`src/rtl/slt_pkg.sv`:
```
`default_nettype none
package slt_pkg;

   localparam int SAMPLE_W = 16;
   localparam int POS_W    = 14;
   localparam int CSR_IDX_W = 2;

   localparam int DEF_WINDOW_LEN = 24;
   localparam int DEF_MIN_FILL   = 18;

   localparam logic [CSR_IDX_W-1:0] CSR_TIMEOUT = 2'd0;
   localparam logic [CSR_IDX_W-1:0] CSR_WRAP    = 2'd1;

   localparam logic [POS_W-1:0] RST_TIMEOUT = 14'd9000;
   localparam logic [POS_W-1:0] RST_WRAP    = 14'd10200;

   localparam logic signed [SAMPLE_W-1:0] DEF_MAX    = 16'sd3000;
   localparam logic signed [SAMPLE_W-1:0] DEF_MIN    = -16'sd3000;
   localparam logic signed [SAMPLE_W-1:0] DEF_CENTER = 16'sd0;
   localparam logic signed [SAMPLE_W-1:0] DEF_UMID   = 16'sd1000;
   localparam logic signed [SAMPLE_W-1:0] DEF_LMID   = -16'sd1000;

   // reciprocal of three for magnitudes below 2^18
   localparam int DIV3_SHIFT = 24;
   localparam logic [22:0] DIV3_K = 23'd5592406;

   typedef struct packed {
      logic accept;
      logic scan;
      logic div_mul;
      logic div_load;
      logic decide;
      logic lvl1;
      logic lvl2;
      logic lvl3;
      logic emit;
   } cmd_type;

   typedef struct packed {
      logic full_next;
      logic full;
      logic found;
      logic scan_last;
      logic out_free;
   } sts_type;

endpackage
`default_nettype wire

```
`src/rtl/slt_ctrl.sv`:
```
`default_nettype none
module slt_ctrl (
   input  wire logic            clock,
   input  wire logic            reset,
   input  wire logic            req_tvalid,
   output logic                 req_tready,
   input  wire slt_pkg::sts_type sts,
   output slt_pkg::cmd_type     cmd
);

   localparam logic [2:0] ST_IDLE   = 3'd0;
   localparam logic [2:0] ST_SCAN   = 3'd1;
   localparam logic [2:0] ST_DIVM   = 3'd2;
   localparam logic [2:0] ST_DIVL   = 3'd3;
   localparam logic [2:0] ST_DECIDE = 3'd4;
   localparam logic [2:0] ST_LVL1   = 3'd5;
   localparam logic [2:0] ST_LVL23  = 3'd6;
   localparam logic [2:0] ST_EMIT   = 3'd7;

   logic [2:0] state_ff, state_in;
   logic       lvl3_ff, lvl3_in;

   assign req_tready = (state_ff == ST_IDLE);

   always_comb begin
      state_in = state_ff;
      lvl3_in  = lvl3_ff;
      cmd      = '0;
      unique case (state_ff)
         ST_IDLE: begin
            if (req_tvalid) begin
               cmd.accept = 1'b1;
               state_in = sts.full_next ? ST_SCAN : ST_DECIDE;
            end
         end
         ST_SCAN: begin
            cmd.scan = 1'b1;
            if (sts.scan_last) state_in = ST_DIVM;
         end
         ST_DIVM: begin
            cmd.div_mul = 1'b1;
            state_in = ST_DIVL;
         end
         ST_DIVL: begin
            cmd.div_load = 1'b1;
            state_in = ST_DECIDE;
         end
         ST_DECIDE: begin
            cmd.decide = 1'b1;
            state_in = sts.found ? ST_LVL1 : ST_EMIT;
         end
         ST_LVL1: begin
            cmd.lvl1 = 1'b1;
            lvl3_in  = 1'b0;
            state_in = ST_LVL23;
         end
         ST_LVL23: begin
            // center first, then the two mids
            if (lvl3_ff) begin
               cmd.lvl3 = 1'b1;
               state_in = ST_EMIT;
            end else begin
               cmd.lvl2 = 1'b1;
               lvl3_in  = 1'b1;
            end
         end
         ST_EMIT: begin
            if (sts.out_free) begin
               cmd.emit = 1'b1;
               state_in = ST_IDLE;
            end
         end
         default: state_in = ST_IDLE;
      endcase
   end

   always_ff @(posedge clock) begin
      if (reset) begin
         state_ff <= ST_IDLE;
         lvl3_ff  <= 1'b0;
      end else begin
         state_ff <= state_in;
         lvl3_ff  <= lvl3_in;
      end
   end

endmodule
`default_nettype wire

```
`src/rtl/slt_dp.sv`:
```
`default_nettype none
module slt_dp #(
   parameter int WINDOW_LEN = slt_pkg::DEF_WINDOW_LEN,
   parameter int MIN_FILL   = slt_pkg::DEF_MIN_FILL
) (
   input  wire logic                                   clock,
   input  wire logic                                   reset,
   input  wire slt_pkg::cmd_type                       cmd,
   output slt_pkg::sts_type                            sts,
   input  wire logic signed [slt_pkg::SAMPLE_W-1:0]    in_sample,
   input  wire logic                                   in_hit,
   input  wire logic                                   csr_we,
   input  wire logic [slt_pkg::CSR_IDX_W-1:0]          csr_index,
   input  wire logic [slt_pkg::POS_W-1:0]              csr_wdata,
   input  wire logic                                   rsp_tready,
   output logic                                        rsp_tvalid,
   output logic                                        out_found,
   output logic                                        out_tout,
   output logic [slt_pkg::POS_W-1:0]                   out_offset,
   output logic signed [slt_pkg::SAMPLE_W-1:0]         out_trim_lo,
   output logic signed [slt_pkg::SAMPLE_W-1:0]         out_trim_hi,
   output logic signed [slt_pkg::SAMPLE_W-1:0]         out_max,
   output logic signed [slt_pkg::SAMPLE_W-1:0]         out_min,
   output logic signed [slt_pkg::SAMPLE_W-1:0]         out_center,
   output logic signed [slt_pkg::SAMPLE_W-1:0]         out_umid,
   output logic signed [slt_pkg::SAMPLE_W-1:0]         out_lmid
);

   localparam int SW    = slt_pkg::SAMPLE_W;
   localparam int PW    = slt_pkg::POS_W;
   localparam int IDX_W = $clog2(WINDOW_LEN);
   localparam int CNT_W = $clog2(MIN_FILL + 1);
   localparam int SUM_W = SW + 2;
   localparam int PROD_W = SUM_W + 23;
   localparam logic [IDX_W-1:0] LAST_IDX = IDX_W'(WINDOW_LEN - 1);
   localparam logic [IDX_W-1:0] HI_LO   = IDX_W'(WINDOW_LEN - 5);
   localparam logic [IDX_W-1:0] HI_HI   = IDX_W'(WINDOW_LEN - 3);
   localparam logic [IDX_W-1:0] LO_LO   = IDX_W'(2);
   localparam logic [IDX_W-1:0] LO_HI   = IDX_W'(4);

   function automatic logic signed [SW-1:0] half(input logic signed [SW:0] x);
      logic signed [SW:0] t;
      t = x + {{SW{1'b0}}, x[SW]};
      return SW'(t >>> 1);
   endfunction

   // center + (level - center) * 5 / 8, truncating toward zero
   function automatic logic signed [SW-1:0] mid(input logic signed [SW-1:0] lvl,
                                                input logic signed [SW-1:0] ctr);
      logic signed [SW:0]   d;
      logic signed [SW+3:0] p;
      logic signed [SW+3:0] m;
      d = {lvl[SW-1], lvl} - {ctr[SW-1], ctr};
      p = {{3{d[SW]}}, d} + ({{3{d[SW]}}, d} <<< 2);
      m = (p + (p[SW+3] ? (SW+4)'(7) : (SW+4)'(0))) >>> 3;
      return SW'(m + {{4{ctr[SW-1]}}, ctr});
   endfunction

   logic [PW-1:0] timeout_ff, wrap_ff;

   logic signed [SW-1:0] win_ff [WINDOW_LEN];
   logic [IDX_W-1:0]     slot_ff;
   logic [CNT_W-1:0]     seen_ff;
   logic [PW-1:0]        pos_ff;
   logic                 sync_ff;
   logic                 hit_ff;
   logic signed [SW-1:0] trim_lo_ff, trim_hi_ff;
   logic signed [SW-1:0] max_ff, min_ff, ctr_ff, umid_ff, lmid_ff;

   logic [IDX_W-1:0]      idx_ff;
   logic signed [SUM_W-1:0] sum_lo_ff, sum_hi_ff;
   logic [PROD_W-1:0]     prod_lo_ff, prod_hi_ff;
   logic                  neg_lo_ff, neg_hi_ff;

   logic                 res_found_ff, res_tout_ff;
   logic [PW-1:0]        res_offset_ff;
   logic signed [SW-1:0] res_lo_ff, res_hi_ff;

   logic signed [SW-1:0] cur;
   logic [IDX_W-1:0]     rank;
   logic [SUM_W-1:0]     mag_lo, mag_hi;
   logic signed [SW-1:0] q_lo, q_hi;
   logic [PW-1:0]        pos_step;
   logic                 sync_step;
   logic                 restart;

   assign sts.full_next = (seen_ff >= CNT_W'(MIN_FILL - 1));
   assign sts.full      = (seen_ff >= CNT_W'(MIN_FILL));
   assign sts.found     = sts.full && hit_ff;
   assign sts.scan_last = (idx_ff == LAST_IDX);
   assign sts.out_free  = !rsp_tvalid || rsp_tready;

   // stable rank of the entry under scan
   always_comb begin
      int cnt;
      cur = win_ff[idx_ff];
      cnt = 0;
      for (int j = 0; j < WINDOW_LEN; j++) begin
         if (win_ff[j] < cur || (win_ff[j] == cur && IDX_W'(j) < idx_ff)) cnt = cnt + 1;
      end
      rank = IDX_W'(cnt);
   end

   assign mag_lo = sum_lo_ff[SUM_W-1] ? SUM_W'(-sum_lo_ff) : SUM_W'(sum_lo_ff);
   assign mag_hi = sum_hi_ff[SUM_W-1] ? SUM_W'(-sum_hi_ff) : SUM_W'(sum_hi_ff);

   always_comb begin
      logic [SW-1:0] a, b;
      a = SW'(prod_lo_ff >> slt_pkg::DIV3_SHIFT);
      b = SW'(prod_hi_ff >> slt_pkg::DIV3_SHIFT);
      q_lo = neg_lo_ff ? -$signed(a) : $signed(a);
      q_hi = neg_hi_ff ? -$signed(b) : $signed(b);
   end

   always_comb begin
      if (pos_ff < wrap_ff) begin
         pos_step  = pos_ff + PW'(1);
         sync_step = sync_ff;
      end else begin
         pos_step  = '0;
         sync_step = 1'b0;
      end
   end

   assign restart = cmd.decide && (sts.found || (sync_step && pos_step >= timeout_ff));

   always_ff @(posedge clock) begin
      if (reset) begin
         timeout_ff <= slt_pkg::RST_TIMEOUT;
         wrap_ff    <= slt_pkg::RST_WRAP;
      end else if (csr_we) begin
         unique case (csr_index)
            slt_pkg::CSR_TIMEOUT: timeout_ff <= csr_wdata;
            slt_pkg::CSR_WRAP:    wrap_ff    <= csr_wdata;
            default: ;
         endcase
      end
   end

   always_ff @(posedge clock) begin
      if (reset) begin
         for (int i = 0; i < WINDOW_LEN; i++) win_ff[i] <= '0;
         slot_ff    <= '0;
         seen_ff    <= '0;
         pos_ff     <= '0;
         sync_ff    <= 1'b0;
         trim_lo_ff <= '0;
         trim_hi_ff <= '0;
         max_ff     <= slt_pkg::DEF_MAX;
         min_ff     <= slt_pkg::DEF_MIN;
         ctr_ff     <= slt_pkg::DEF_CENTER;
         umid_ff    <= slt_pkg::DEF_UMID;
         lmid_ff    <= slt_pkg::DEF_LMID;
         rsp_tvalid <= 1'b0;
      end else begin
         if (cmd.accept) begin
            win_ff[slot_ff] <= in_sample;
            slot_ff <= (slot_ff == LAST_IDX) ? '0 : slot_ff + IDX_W'(1);
            if (!sts.full) seen_ff <= seen_ff + CNT_W'(1);
         end
         if (cmd.div_load) begin
            trim_lo_ff <= q_lo;
            trim_hi_ff <= q_hi;
         end
         if (cmd.decide) begin
            if (sts.found) begin
               sync_ff <= 1'b1;
            end else if (restart) begin
               sync_ff <= 1'b0;
               max_ff  <= slt_pkg::DEF_MAX;
               min_ff  <= slt_pkg::DEF_MIN;
               ctr_ff  <= slt_pkg::DEF_CENTER;
               umid_ff <= slt_pkg::DEF_UMID;
               lmid_ff <= slt_pkg::DEF_LMID;
            end else begin
               sync_ff <= sync_step;
               pos_ff  <= pos_step;
            end
            if (restart) begin
               for (int i = 0; i < WINDOW_LEN; i++) win_ff[i] <= '0;
               slot_ff    <= '0;
               seen_ff    <= '0;
               pos_ff     <= '0;
               trim_lo_ff <= '0;
               trim_hi_ff <= '0;
            end
         end
         if (cmd.lvl1) begin
            max_ff <= half({max_ff[SW-1], max_ff} + {res_hi_ff[SW-1], res_hi_ff});
            min_ff <= half({min_ff[SW-1], min_ff} + {res_lo_ff[SW-1], res_lo_ff});
         end
         if (cmd.lvl2) ctr_ff <= half({max_ff[SW-1], max_ff} + {min_ff[SW-1], min_ff});
         if (cmd.lvl3) begin
            umid_ff <= mid(max_ff, ctr_ff);
            lmid_ff <= mid(min_ff, ctr_ff);
         end
         if (cmd.emit) rsp_tvalid <= 1'b1;
         else if (rsp_tready) rsp_tvalid <= 1'b0;
      end
   end

   always_ff @(posedge clock) begin
      if (cmd.accept) begin
         hit_ff    <= in_hit;
         idx_ff    <= '0;
         sum_lo_ff <= '0;
         sum_hi_ff <= '0;
      end
      if (cmd.scan) begin
         idx_ff <= idx_ff + IDX_W'(1);
         if (rank >= LO_LO && rank <= LO_HI) sum_lo_ff <= sum_lo_ff + SUM_W'(cur);
         if (rank >= HI_LO && rank <= HI_HI) sum_hi_ff <= sum_hi_ff + SUM_W'(cur);
      end
      if (cmd.div_mul) begin
         prod_lo_ff <= PROD_W'(mag_lo) * PROD_W'(slt_pkg::DIV3_K);
         prod_hi_ff <= PROD_W'(mag_hi) * PROD_W'(slt_pkg::DIV3_K);
         neg_lo_ff  <= sum_lo_ff[SUM_W-1];
         neg_hi_ff  <= sum_hi_ff[SUM_W-1];
      end
      if (cmd.decide) begin
         res_found_ff  <= sts.found;
         res_tout_ff   <= restart && !sts.found;
         res_offset_ff <= sts.found ? pos_ff : '0;
         res_lo_ff     <= trim_lo_ff;
         res_hi_ff     <= trim_hi_ff;
      end
      if (cmd.emit) begin
         out_found   <= res_found_ff;
         out_tout    <= res_tout_ff;
         out_offset  <= res_offset_ff;
         out_trim_lo <= res_lo_ff;
         out_trim_hi <= res_hi_ff;
         out_max     <= max_ff;
         out_min     <= min_ff;
         out_center  <= ctr_ff;
         out_umid    <= umid_ff;
         out_lmid    <= lmid_ff;
      end
   end

endmodule
`default_nettype wire

```
`src/rtl/symbol_level_tracker.sv`:
```
`default_nettype none
// channel  dir  tdata                                   tuser
// req      in   [15:0] sample                           [0] sync_hit
// rsp      out  [13:0] sync_offset [29:14] trim_low     [0] sync_found
//               [45:30] trim_high [61:46] level_max     [1] timed_out
//               [77:62] level_min [93:78] level_center
//               [109:94] upper_mid [125:110] lower_mid
// csr      in   csr_we, csr_index (0 timeout, 1 wrap), csr_wdata
//
// before the window has MIN_FILL samples an item skips the scan and divide
// later items scan and divide, levels update on a sync: the rank scan visits
// one window entry a cycle against all others, then a multiply-based divide
// one item in flight; req_tready is high only while idle
// a waiting result holds in the output register while the next item is taken
// synchronous reset restores defaults and clears the window
module symbol_level_tracker #(
   parameter int WINDOW_LEN = slt_pkg::DEF_WINDOW_LEN,
   parameter int MIN_FILL   = slt_pkg::DEF_MIN_FILL
) (
   input  wire logic                              clock,
   input  wire logic                              reset,
   input  wire logic                              req_tvalid,
   output logic                                   req_tready,
   input  wire logic [15:0]                       req_tdata,  // sample
   input  wire logic                              req_tuser,  // sync_hit
   output logic                                   rsp_tvalid,
   input  wire logic                              rsp_tready,
   output logic [127:0]                           rsp_tdata,  // see table above
   output logic [1:0]                             rsp_tuser,  // sync_found, timed_out
   input  wire logic                              csr_we,
   input  wire logic [slt_pkg::CSR_IDX_W-1:0]     csr_index,
   input  wire logic [slt_pkg::POS_W-1:0]         csr_wdata
);

   slt_pkg::cmd_type cmd;
   slt_pkg::sts_type sts;

   logic                 o_found, o_tout;
   logic [13:0]          o_offset;
   logic signed [15:0]   o_lo, o_hi, o_max, o_min, o_ctr, o_umid, o_lmid;

   slt_ctrl u_ctrl (
      .clock      (clock),
      .reset      (reset),
      .req_tvalid (req_tvalid),
      .req_tready (req_tready),
      .sts        (sts),
      .cmd        (cmd)
   );

   slt_dp #(
      .WINDOW_LEN (WINDOW_LEN),
      .MIN_FILL   (MIN_FILL)
   ) u_dp (
      .clock       (clock),
      .reset       (reset),
      .cmd         (cmd),
      .sts         (sts),
      .in_sample   ($signed(req_tdata)),
      .in_hit      (req_tuser),
      .csr_we      (csr_we),
      .csr_index   (csr_index),
      .csr_wdata   (csr_wdata),
      .rsp_tready  (rsp_tready),
      .rsp_tvalid  (rsp_tvalid),
      .out_found   (o_found),
      .out_tout    (o_tout),
      .out_offset  (o_offset),
      .out_trim_lo (o_lo),
      .out_trim_hi (o_hi),
      .out_max     (o_max),
      .out_min     (o_min),
      .out_center  (o_ctr),
      .out_umid    (o_umid),
      .out_lmid    (o_lmid)
   );

   assign rsp_tdata = {2'b00, o_lmid, o_umid, o_ctr, o_min, o_max, o_hi, o_lo, o_offset};
   assign rsp_tuser = {o_tout, o_found};

   a_flags_exclusive: assert property (@(posedge clock) disable iff (reset)
      rsp_tvalid |-> !(rsp_tuser[0] && rsp_tuser[1]))
      else $error("sync found and timeout in one result");

   a_one_in_flight: assert property (@(posedge clock) disable iff (reset)
      (req_tvalid && req_tready) |=> !req_tready)
      else $error("second item taken while one is in flight");

   a_timeout_defaults: assert property (@(posedge clock) disable iff (reset)
      (rsp_tvalid && rsp_tuser[1]) |->
         (rsp_tdata[61:46] == 16'd3000 && rsp_tdata[93:78] == 16'd0))
      else $error("timeout result without default levels");

   a_offset_only_on_sync: assert property (@(posedge clock) disable iff (reset)
      (rsp_tvalid && !rsp_tuser[0]) |-> (rsp_tdata[13:0] == 14'd0))
      else $error("offset reported without sync");

endmodule
`default_nettype wire
```
`config.mk`:
```
export PLATFORM = sky130hd
export DESIGN_NAME = symbol_level_tracker
export DESIGN_NICKNAME = d
export VERILOG_FILES = /design/src/rtl/slt_pkg.sv /design/src/rtl/slt_ctrl.sv /design/src/rtl/slt_dp.sv /design/src/rtl/symbol_level_tracker.sv
export SDC_FILE = /design/constraint.sdc
export NUM_CORES = 2
export LEC_CHECK = 0
export BUFFER_PORTS_ARGS = -buffer_cell sky130_fd_sc_hd__buf_2
export CELL_PAD_IN_SITES_DETAIL_PLACEMENT = 1
export CELL_PAD_IN_SITES_GLOBAL_PLACEMENT = 1
export CORE_AREA = 5 5 447 449
export DETAILED_ROUTE_END_ITERATION = 6
export DIE_AREA = 0 0 452 454
export MAX_ROUTING_LAYER = met4
export PLACE_DENSITY_LB_ADDON = 0.1
export SKIP_CTS_REPAIR_TIMING = 1
export SLEW_MARGIN = 20
export SYNTH_ARGS = -nofsm -noshare
export SYNTH_HDL_FRONTEND = slang
export SYNTH_SLANG_ARGS = --single-unit
```
`constraint.sdc`:
```
create_clock -name clock -period 48.8 [get_ports clock]
set_input_delay 9.76 -clock clock [delete_from_list [all_inputs] [get_ports clock]]
set_output_delay 9.76 -clock clock [all_outputs]
set_load 0.05 [all_outputs]
```
==> metrics.yaml <==
placement:
  placedCellCount: 8783
  place_congestion: 0.9394
  portBuffers: 167
  place_hpwl_microns: 179300
  post-place-ws_ns: 28.37
route:
  drt-initial-drc-count: 4221
  vias: 48903
  viasPerCell: 5.430
  drt-wirelength-per-cell_microns: 26.08
  dr.pass1.iters: 6
  postRouteAntennaNets: 0
  drc: 0
  totalWireLength_microns: 234900
worst_setup_path:
  cpPeakStageDelay_ns: 0.87
  worst_ep_arrival_time_ns: 21.15
  crit_path_end_kind: "flop"
  crit_top_cell: "ha_1"
  crit_type: "flop to flop"
  slowest_stage: "or2_1"
  crit_fanout: 46
  required_ns: 49.46
  cp-start-kind: "flop"
flow_run:
  cap_violations: 0
synthesis:
  muxShareOfSynthArea_pct: 6.427
  synth-xor-area-share_pct: 5.794
  synth_compound_area_share_pct: 10.16
  synthAdderAreaFrac_pct: 22.31
  synth_warnings: 0
  netlist_area_sq_um: 67830
  synth_edf_count: 728
  synth-seq-area-share_pct: 38.46
  async_flop_share_pct: 0
  avgSynthCellArea_sq_um: 11.01
  synth-simple-area-share_pct: 12.52
  netlist_instances: 6158
  synth.distinct_cells: 95
  synthFlopType: "edfxtp_1"
  synth.ff_latch_count: 939
  synth.top_cell.area_share_pct: 32.23
  yosys-top-cells-area: "edfxtp_1 32%, ha_1 16%, dfxtp_1 6.2%, fa_1 6.2%, mux4_2 5.3%"
  synth_top_area_cell: "edfxtp_1"
  synth_top_family_by_area: "adder cells"
grt:
  antenna_found_initial: 35
  grt_use_met2_pct: 35.16
  grt_first_pass_wirelength_microns: 344200
  overflow: 0
  use_met3_pct: 3.440
  gr-usage-met1_pct: 33.19
  grt_max_degree: 97
  track_usage_pct: 23.32
  grt_pass1_vias: 49881
  grt_most_used_layer: "met2"
final_layout:
  nFillCells: 21253
  largest_reg_flops: 512
  layout-area-overhead-vs-synth_pct: 12.12
  nets: 7461
  top_register: "u_dp.win_ff"
  final_cell_mix: "872 x ha_1, 728 x edfxtp_1, 569 x inv_1"
  layout_commonest_cell: "ha_1"
  drive_above_1_share_pct: 10.96
  top_regs: "u_dp.win_ff (512), u_dp.sum_hi_ff (18), u_dp.sum_lo_ff (18)"
  final_cells: 9006
sta:
  min_period_over_period_pct: 41.98
  worstMarginPinSlew_ns: 1.111
  rsz0062_at_grt: "false"
  slew_viol_final: 0
  tns_ns: 0
  max_freq_mhz: 48.82
  setup-violations-final: 0
  hold_violations: 0
  max_slew_margin_pct: 25.44
  fin_ws_ns: 28.32
  skew_ns: 0.04747
  whs_ns: 0.4146
  layout_min_cycle_time_ns: 20.48
status:
  status: "complete, no violations"
clock_network:
  cts.sinks: 939
  path_clk_slew_ns: 0.06
  htreeDepth: 3
  root_buffer: "clkbuf_16"
  clockBufferDepth: 3
  cts_tree: "built"
  clock_latency_ns: 0.78
  numCtsBuffers: 112
die:
  start_util_pct: 34.64
  coreArea_sq_um: 195800
  dieArea_sq_um: 205200
  io-pin-count: 170
  rows: 163
  die_y_microns: 454
  die-width_microns: 452
hold_path:
  worstHoldPathType: "flop to flop"
==> worst max-delay path, delay by kind of cell (launching register included) <==
kind	cells	cell delay, ns
adder cells (fa/ha/maj)	17	5.34
AND/OR/NAND/NOR	17	3.78
XOR/XNOR	5	1.26
AO/OA/AOI/OAI	19	3.87
flip-flops	1	0.77
buffers and inverters	11	2.42
multiplexers	9	2.82
==> per-stage QoR <==
| stage | instance area (sq um) | util [%] |
|---|---|---|
| floorplan | 67830 | - |
| global placement | 72120 | 36.84 |
| detailed placement | 72140 | 36.84 |
| CTS | 76010 | 38.82 |
| global route | 76040 | 38.84 |
| finish | 76050 | 38.84 |
==> kinds of logic (layout without fill, tap and decap cells) <==
| group | count (synthesis) | after routing |
|---|---|---|
| flops | 939 | 939 |
| fa+ha+maj | 1083 | 1083 |
| compound gates | 1072 | 1072 |
| mux | 234 | 234 |
| buf+inv | 770 | 1051 |
| simple gates | 1639 | 1639 |
| xor+xnor | 420 | 420 |
| other cells | 1 | 11 |
==> cells in the mapped netlist, drive strengths merged, types with 12 or more instances <==
library cell,number
nand2b,70
nor2b,74
nand4,78
nor3b,12
nand2,299
a31oi,29
o31ai,21
nand3,93
nor2,377
edfxtp,728
a211o,16
a211oi,38
o21bai,135
clkbuf,169
or2,14
mux2,12
a22oi,37
nor3,70
o22ai,13
xor2,102
a21oi,335
or3,20
mux2i,62
o21a,51
and2,420
mux4,160
fa,211
ha,872
o211ai,18
o21ai,175
buf,28
inv,572
and3,39
a21o,113
or4,13
dfxtp,211
xnor2,308
nor4,23
==> metal layers <==
metal	wire length, microns	up-vias
li1	-	22438
met1	111200	24802
met2	102800	1406
met3	15470	257
met4	5481	0
met5	0	-
==> final timing paths <==
| check | end | depth (start not counted) | start | slack [ns] |
|---|---|---|---|---|
| worst max-delay path | u_dp.sum_lo_ff[0] | 78 | flop | 28.32 |
| worst max register to register | u_dp.sum_lo_ff[0] | 78 | flop | 28.32 |
| worst min register to register | u_dp.out_offset[10] | 0 | u_dp.res_offset_ff[10] | 0.41 |
| worst min-delay path | u_dp.out_offset[10] | 0 | u_dp.res_offset_ff[10] | 0.41 |
==> cell type report <==
| cell class | count | area [sq um] | share of cell area, % |
|---|---|---|---|
| antenna | 9 | 22.52 | 0.02961 |
| clock buffer | 133 | 2963 | 3.896 |
| clock inverter | 81 | 908.4 | 1.194 |
| inverter | 573 | 2151 | 2.828 |
| multi-input combinational | 4450 | 39130 | 51.45 |
| sequential | 939 | 26100 | 34.32 |
| tap | 2557 | 3199 | 4.207 |
| timing repair buffer | 264 | 1582 | 2.080 |
Power is not shown: default switching activity piles up to over one toggle a cycle in this logic, so the estimate is an artifact.
